[config.mk]
export PLATFORM = sky130hd
export DESIGN_NAME = awvn_norm
export DESIGN_NICKNAME = d
export VERILOG_FILES = /design/src/awvn_pkg.sv /design/src/awvn_norm.sv
export SDC_FILE = /design/constraint.sdc
export NUM_CORES = 2
export LEC_CHECK = 0
export ABC_AREA = 1
export BUFFER_PORTS_ARGS = -buffer_cell sky130_fd_sc_hd__buf_2
export CAP_MARGIN = 20
export CELL_PAD_IN_SITES_DETAIL_PLACEMENT = 1
export CELL_PAD_IN_SITES_GLOBAL_PLACEMENT = 2
export CORE_ASPECT_RATIO = 1.1
export CORE_MARGIN = 8
export CORE_UTILIZATION = 35
export DETAILED_ROUTE_END_ITERATION = 12
export PLACE_DENSITY_LB_ADDON = 0.1
export SLEW_MARGIN = 20
export SYNTH_ARGS = -nofsm -noshare
export SYNTH_HDL_FRONTEND = slang
export SYNTH_SLANG_ARGS = --single-unit
export TNS_END_PERCENT = 1
[constraint.sdc]
create_clock -name i_clk -period 16.7 [get_ports i_clk]
set_input_delay 1.67 -clock i_clk [delete_from_list [all_inputs] [get_ports i_clk]]
set_output_delay 1.67 -clock i_clk [all_outputs]
set_load 0.01 [all_outputs]
[src/awvn_pkg.sv]
`timescale 1ns / 1ps
`default_nettype none
package awvn_pkg;
    localparam int MAX_VERTICES = 1024;
    localparam int IDX_BITS = 10;
    localparam int COORD_BITS = 24;
    localparam int NORMAL_BITS = 16;
    localparam int SUM_BITS = 64;
    localparam int DIFF_BITS = COORD_BITS + 1;
    localparam int PROD_BITS = 2 * DIFF_BITS + 1;

    localparam logic [1:0] OP_LOAD = 2'd0;
    localparam logic [1:0] OP_TRI = 2'd1;
    localparam logic [1:0] OP_READ = 2'd2;

    typedef struct packed {
        logic [1:0] operation;
        logic [IDX_BITS-1:0] first_index;
        logic [IDX_BITS-1:0] second_index;
        logic [IDX_BITS-1:0] third_index;
        logic signed [COORD_BITS-1:0] pos_x;
        logic signed [COORD_BITS-1:0] pos_y;
        logic signed [COORD_BITS-1:0] pos_z;
    } t_req;

    typedef struct packed {
        logic signed [NORMAL_BITS-1:0] normal_x;
        logic signed [NORMAL_BITS-1:0] normal_y;
        logic signed [NORMAL_BITS-1:0] normal_z;
        logic is_degenerate;
    } t_rsp;

    typedef struct packed {
        logic start;
        logic [SUM_BITS-1:0] sx;
        logic [SUM_BITS-1:0] sy;
        logic [SUM_BITS-1:0] sz;
    } t_norm_cmd;
endpackage
`default_nettype wire

[src/awvn_norm.sv]
`timescale 1ns / 1ps
`default_nettype none
module awvn_norm (
    input  wire                     i_clk,
    input  wire                     i_rst_n,
    input  awvn_pkg::t_norm_cmd     i_cmd,
    output logic                    o_busy,
    output awvn_pkg::t_rsp          o_rsp
);
    localparam logic [2:0] S_IDLE = 3'd0;
    localparam logic [2:0] S_SHIFT = 3'd1;
    localparam logic [2:0] S_SQ = 3'd2;
    localparam logic [2:0] S_SQRT = 3'd3;
    localparam logic [2:0] S_DIV = 3'd4;
    localparam logic [2:0] S_DONE = 3'd5;
    localparam int NB = awvn_pkg::NORMAL_BITS;
    localparam logic [4:0] DIV_LAST = 5'(NB - 1);

    logic [2:0] r_st;
    logic [63:0] r_a [3];
    logic [2:0] r_neg;
    logic [63:0] r_q, r_rem, r_root, r_bit, r_dsh;
    logic [1:0] r_k;
    logic [4:0] r_cnt;
    logic [NB-2:0] r_quo;
    logic [NB-1:0] r_res [3];
    logic r_deg;

    logic [63:0] m, mx;
    logic [31:0] w_sq_in;
    logic [63:0] prod;
    logic [64:0] trial;
    logic w_dge;
    logic [NB-2:0] w_quo_nx;
    logic [NB-1:0] w_signed;

    always_comb begin
        mx = (r_a[0] > r_a[1]) ? r_a[0] : r_a[1];
        m = (mx > r_a[2]) ? mx : r_a[2];
        w_sq_in = r_a[r_k][31:0];
        prod = {32'd0, w_sq_in} * {32'd0, w_sq_in};
        trial = {1'b0, r_rem} - {1'b0, r_root + r_bit};
        w_dge = (r_rem >= r_dsh);
        w_quo_nx = {r_quo[NB-3:0], w_dge};
        w_signed = r_neg[r_k] ? -{1'b0, w_quo_nx} : {1'b0, w_quo_nx};
    end

    always_ff @(posedge i_clk) begin
        if (!i_rst_n) begin
            r_st <= S_IDLE;
        end else begin
            case (r_st)
                S_IDLE: begin
                    if (i_cmd.start) begin
                        r_a[0] <= i_cmd.sx[63] ? -i_cmd.sx : i_cmd.sx;
                        r_a[1] <= i_cmd.sy[63] ? -i_cmd.sy : i_cmd.sy;
                        r_a[2] <= i_cmd.sz[63] ? -i_cmd.sz : i_cmd.sz;
                        r_neg <= {i_cmd.sz[63], i_cmd.sy[63], i_cmd.sx[63]};
                        r_st <= S_SHIFT;
                    end
                end
                S_SHIFT: begin
                    if (m == 64'd0) begin
                        r_deg <= 1'b1;
                        r_res[0] <= '0;
                        r_res[1] <= '0;
                        r_res[2] <= '0;
                        r_st <= S_DONE;
                    end else if (m >= 64'h8000_0000) begin
                        r_a[0] <= r_a[0] >> 1;
                        r_a[1] <= r_a[1] >> 1;
                        r_a[2] <= r_a[2] >> 1;
                    end else if (m < 64'h4000_0000) begin
                        r_a[0] <= r_a[0] << 1;
                        r_a[1] <= r_a[1] << 1;
                        r_a[2] <= r_a[2] << 1;
                    end else begin
                        r_deg <= 1'b0;
                        r_q <= '0;
                        r_k <= 2'd0;
                        r_st <= S_SQ;
                    end
                end
                S_SQ: begin
                    r_q <= r_q + prod;
                    if (r_k == 2'd2) begin
                        r_rem <= r_q + prod;
                        r_root <= '0;
                        r_bit <= 64'h4000_0000_0000_0000;
                        r_st <= S_SQRT;
                    end else begin
                        r_k <= r_k + 2'd1;
                    end
                end
                S_SQRT: begin
                    if (!trial[64]) begin
                        r_rem <= trial[63:0];
                        r_root <= (r_root >> 1) + r_bit;
                    end else begin
                        r_root <= r_root >> 1;
                    end
                    r_bit <= r_bit >> 2;
                    if (r_bit == 64'd1) begin
                        r_k <= 2'd0;
                        r_cnt <= '0;
                        r_st <= S_DIV;
                    end
                end
                S_DIV: begin
                    if (r_cnt == 5'd0) begin
                        r_rem <= (r_a[r_k] << (NB - 1)) + r_root;
                        r_dsh <= r_root << (NB - 1);
                        r_quo <= '0;
                        r_cnt <= 5'd1;
                    end else begin
                        if (w_dge) begin
                            r_rem <= r_rem - r_dsh;
                        end
                        r_dsh <= r_dsh >> 1;
                        r_quo <= w_quo_nx;
                        if (r_cnt == DIV_LAST) begin
                            r_res[r_k] <= w_signed;
                            r_cnt <= 5'd0;
                            if (r_k == 2'd2) begin
                                r_st <= S_DONE;
                            end else begin
                                r_k <= r_k + 2'd1;
                            end
                        end else begin
                            r_cnt <= r_cnt + 5'd1;
                        end
                    end
                end
                S_DONE: r_st <= S_IDLE;
                default: r_st <= S_IDLE;
            endcase
        end
    end

    assign o_busy = (r_st != S_IDLE);
    assign o_rsp = '{normal_x: r_res[0], normal_y: r_res[1], normal_z: r_res[2],
                     is_degenerate: r_deg};
endmodule
`default_nettype wire

Yosys cells after proc, flatten, opt, wreduce, memory -nomap -nowiden
Memories as Yosys holds them, arrays and structs flattened. A register that Yosys moved wholly into a read port is not among the register bits.
Index checks and enable logic that the tools add are counted.
{"block": "classes", "n_addsub": 12, "n_mul": 1, "n_lt_le_gt_ge": 6, "n_eq_ne": 22, "muxes": 81, "n_bitwise": 6, "n_reduce_logical": 19}
{"op": "64-bit 2-to-1 mux", "n": 21}
{"op": "64-bit case mux with 2 select lines", "n": 3}
{"op": "64-bit adder", "n": 3}
{"op": "64-bit negation", "n": 3}
{"op": "64-bit case mux with 3 select lines", "n": 1}
{"op": "64-bit > comparator", "n": 2}
{"op": "64-bit by 64-bit subtractor with 65-bit output", "n": 1}
{"op": "63-bit by 64-bit adder with 64-bit output", "n": 1}
{"op": "64-bit by 1-bit equality test with 1-bit output, second input constant", "n": 1}
{"op": "64-bit by 32-bit >= comparator with 1-bit output, second input constant", "n": 1}
{"op": "64-bit >= comparator", "n": 1}
{"op": "64-bit zero test", "n": 1}
{"op": "64-bit by 31-bit less-than comparator with 1-bit output, second input constant", "n": 1}
{"op": "32-bit by 32-bit multiplier with 64-bit output", "n": 1}
{"op": "64-bit subtractor", "n": 1}
{"op": "63-bit 2-to-1 mux", "n": 1}
{"op": "16-bit 2-to-1 mux", "n": 2}
{"op": "1-bit 2-to-1 mux", "n": 28}
{"op": "3-bit 2-to-1 mux", "n": 9}
{"op": "2-bit != test, second input constant", "n": 12}
{"op": "2-bit 2-to-1 mux", "n": 9}
{"op": "15-bit negation with 16-bit output", "n": 1}
{"op": "8-bit AND reduction", "n": 2}
{"op": "16-bit OR reduction", "n": 1}
{"op": "other kinds (24)", "n": 40}
{"block": "totals", "reg_bits": 348, "ram_bits": 240, "input_bits": 195, "output_inout_bits": 50, "wordCells": 162, "mem_count": 2}
{"name": "r_a", "depth": 3, "word_bits": 64, "rd": 4, "rd_clocked_by_memory_dff": 1, "wr": 3, "line_no": "awvn_norm.sv:20", "source": "logic [63:0] r_a [3];"}
{"name": "r_res", "depth": 3, "word_bits": 16, "rd": 3, "rd_clocked_by_memory_dff": 0, "wr": 3, "line_no": "awvn_norm.sv:26", "source": "logic [NB-1:0] r_res [3];"}

Depth between registers and ports, before layout
An unclocked memory read counts as a cell.
{"block": "logic_depth", "ltp_word": 13, "depth_mapped": 47, "mapped_depth_nobuf": 44}

Worst setup path before layout
Ideal clock, no wire load.
{"block": "synth_timing", "path_type": "reg-to-reg", "startpoint": "register r_root[2]", "endpoint": "register r_rem[0], enable pin", "setup_ps": 565, "t_arrival_ps": 8554, "setup_slack_ps": 7582, "stages_incl_launch_ff": 35, "n_path_buf": 0, "path_cell_list": "edfxtp_1 > ha_1 > nand2_1 > a21oi_1 > nand2_1 > a21oi_1 > nand2_1 > nand2_1 > nand2_1 > o21ai_0 > nand2_1 > o21ai_0 > nand2_1 > o21ai_0 > nand2_1 > nand2_1 > nand2_1 > nand2_1 > nand2_1 > nand3_1 > nand2_1 > nand2_1 > a21oi_1 > xor2_1 > ha_1 > nand2_1 > nor2_1 > inv_1 > nor4_1 > nand2_1 > o2111ai_1 > a31oi_2 > nand2_1 > o21ai_0 > nor3_1"}
{"block": "synth_via", "elab_chain_len": 4}
{"element": "start, declared", "line_no": "awvn_norm.sv:22", "source": "logic [63:0] r_q, r_rem, r_root, r_bit, r_dsh;"}
{"element": "start signal, assigned", "line_no": "awvn_norm.sv:98", "source": "r_root <= (r_root >> 1) + r_bit;"}
{"element": "start signal, assigned", "line_no": "awvn_norm.sv:100", "source": "r_root <= r_root >> 1;"}
{"element": "64-bit adder", "line_no": "awvn_norm.sv:42", "source": "trial = {1'b0, r_rem} - {1'b0, r_root + r_bit};"}
{"element": "64-bit by 64-bit subtractor with 65-bit output", "line_no": "awvn_norm.sv:42"}
{"element": "2-bit != test (no source line)"}
{"element": "5-bit AND reduction (no source line)"}
{"element": "end signal, assigned", "line_no": "awvn_norm.sv:87", "source": "r_rem <= r_q + prod;"}
{"element": "end signal, assigned", "line_no": "awvn_norm.sv:97", "source": "r_rem <= trial[63:0];"}
{"element": "end signal, assigned", "line_no": "awvn_norm.sv:111", "source": "r_rem <= (r_a[r_k] << (NB - 1)) + r_root;"}
{"element": "end, declared", "line_no": "awvn_norm.sv:22"}
Every way passes these cells.
A chain may end at the register's enable or synchronous reset.

==> reports/qor.yml <==
outcome: "complete, no violations"
cpMostUsedCell: "fa_1"
crit_fanout: 58
finalWirelength_mm: 383
final_util_pct: 38.3
synthFlopType: "edfxtp_1"
dpl_worst_slack_ns: 5.86
synth_nets: 12700
die_x_um: 480
skew_ns: 0.0534
first_iter_violations: 4734
routed_wire_length_per_instance_um: 26.8
maxCapViolations: 0
async_flop_share_pct: 0
setup_viol: 0
htreeDepth: 3
multi_input_area_mm2: 0.0564
core_mm2: 0.236
synth_edf_count: 553
hold_violations: 0
ys_seq_area_share_pct: 20.1
rsz0062_at_grt: "false"
cp-end-kind: "flop"
critical_path.slowest_cell: "dfxtp_1"
track_usage_pct: 29.7
rows: 187
postCtsResizedCells: 0
max_freq_mhz: 90.0
cts_root_buf: "clkbuf_16"
relSlewSlack_pct: 21.6
netlist_area_mm2: 0.0830
port_buffers: 244
die_h_um: 527
period_share_pct: 66.5
drive_above_1_share_pct: 5.04
fin_ws_ns: 5.59
final_antenna_net_count: 0
place_hpwl_mm: 315
yosys_warnings: 0
post_cts_buffers: 0
critPathKind: "flop to flop"
grt_pass1_vias: 83500
synthCells: 11000
period_needed_ns: 11.11
gp_congestion: 0.940
die-area_mm2: 0.253
grt_pass1_wl_mm: 564
path_clk_slew_ns: 0.06
tightest_slew_ns: 1.17
start_util_pct: 35.2
cts_buffers: 82
synth-seq-cells: 558
tritoncts: "yes"
cts_num_sinks: 558
routed_via_density: 5.38
max_stage_delay_ns: 0.71
seq_area_mm2: 0.0167
drv_slew: 0
clk_path_buf_depth: 3
synth.distinct_cells: 64
hp-class: "flop to flop"
antenna_found_initial: 24
via_count: 76900
tns_ns: 0
cp_data_required_time_ns: 17.14
insertion_delay_ns: 0.74
start_kind: "flop"
syn_to_final_growth_pct: 8.72
cts_hold_buf: 0
overflow: 0
critical_path_arrival_ns: 11.54
layout.nets: 12800
grt_max_degree: 166
drc_errors: 0
io-pin-count: 245
first_pass_iters: 6
syn_area_per_cell_um2: 7.55
fill_cells: 29200
==> state kept, by name, indices dropped and copies added (netlist names), named ones only <==
signal	flops
r_rem	64
r_st	3
r_quo	14
r_deg	1
r_q	64
r_cnt	5
r_root	64
r_a	192
r_neg	3
r_dsh	64
r_bit	32
r_res	48
r_k	2
==> placed cells by master, fill, tap and decap left out, types with 9 or more instances in the layout <==
cell type     n
clkbuf_16    83
nor3_1      126
clkinv_1     31
a21boi_0     16
o22ai_1      28
or2_2        46
o21ai_1      19
nand4_1      84
o2111ai_1    14
ha_1        626
o21bai_1     22
fa_1        875
nand2_1    1827
inv_1      2242
inv_2         9
and3_1       11
o21ai_0     597
o211ai_1    236
o21a_1       51
nand3_1     450
a21oi_1     683
xnor2_1     142
and2_1       29
clkbuf_1     18
buf_4       107
nand3b_1     17
nor2_1     1386
o221ai_1     18
edfxtp_1    553
a31oi_1     100
clkinv_2     11
nor4_1       64
buf_2       243
xor2_1      256
a21o_1       24
o31ai_1       9
==> per-stage QoR <==
| stage | hold WS, ns | instance area, um^2 | std cells |
|---|---|---|---|
| finish | 0.562 | 90200 | 14300 |
| global route | 0.593 | 90200 | 14300 |
| CTS | 0.563 | 90200 | 14300 |
| detailed placement | 0.547 | 87600 | 14100 |
| global placement | 0.539 | 87600 | 14100 |
| floorplan | 0.494 | 83000 | 11000 |
==> final timing paths <==
path              startpoint         to  depth (start not counted)  slack (ns)
setup / recovery        flop  r_rem[63]                         30        5.59
hold / removal     r_dsh[53]  r_dsh[52]                          2        0.56
setup reg to reg        flop  r_rem[63]                         30        5.59
hold reg to reg    r_dsh[53]  r_dsh[52]                          2        0.56
==> layout make-up <==
class	count	share of cell area, %
Timing Repair Buffer	353	2.30
Clock inverter	44	0.498
Multi-Input combinational cell	7840	62.5
Inverter	2270	9.45
Tap cell	3118	4.32
Sequential cell	558	18.5
Clock buffer	101	2.38
Antenna cell	8	0.0222
==> logic make-up (layout without fill, tap and decap cells) <==
| family | count (synthesis) | in the layout | share of synthesized area [%] |
|---|---|---|---|
| and+or+nand+nor | 4069 | 4069 | 20.2 |
| adders and majority gates | 1501 | 1501 | 30.5 |
| xor gates and xnor gates | 398 | 398 | 4.20 |
| DFF | 558 | 558 | 20.1 |
| AOI/OAI and AO/OA | 1872 | 1872 | 12.9 |
| buffers and inverters | 2595 | 2768 | 12.1 |
| other | 0 | 8 | 0 |
==> cell usage after synthesis, types with 46 or more instances <==
library cell	instances	share of area, %
a21oi_1	684	4.1
a31oi_1	100	0.75
buf_2	52	0.31
clkbuf_1	199	0.90
edfxtp_1	553	20
fa_1	875	21
ha_1	626	9.4
inv_1	2246	10
nand2_1	1829	8.3
nand3_1	450	2.7
nand4_1	84	0.63
nor2_1	1390	6.3
nor3_1	128	0.77
nor4_1	66	0.50
o211ai_1	236	2.1
o21a_1	51	0.46
o21ai_0	602	3.6
or2_2	46	0.35
xnor2_1	142	1.5
xor2_1	256	2.7
==> routing by layer <==
metal,up-vias,share of wire [%],GRT usage (%)
li1,35400,-,-
met1,39000,41,36.8
met2,1859,49,52.4
met3,599,4.2,3.60
met4,26,5.0,12.4
met5,-,0.046,0
==> worst max-delay path: cells and delay by family, from the launching register on <==
family                   cells  cell delay (ns)
AO/OA/AOI/OAI                3             0.84
XOR/XNOR                     1             0.49
adder cells (fa/ha/maj)      9             4.59
buffers and inverters        9             2.00
flip-flops                   1             0.71
AND/OR/NAND/NOR              8             2.07
Power is not shown: default switching activity piles up to over one toggle a cycle in this logic, so the estimate is an artifact.
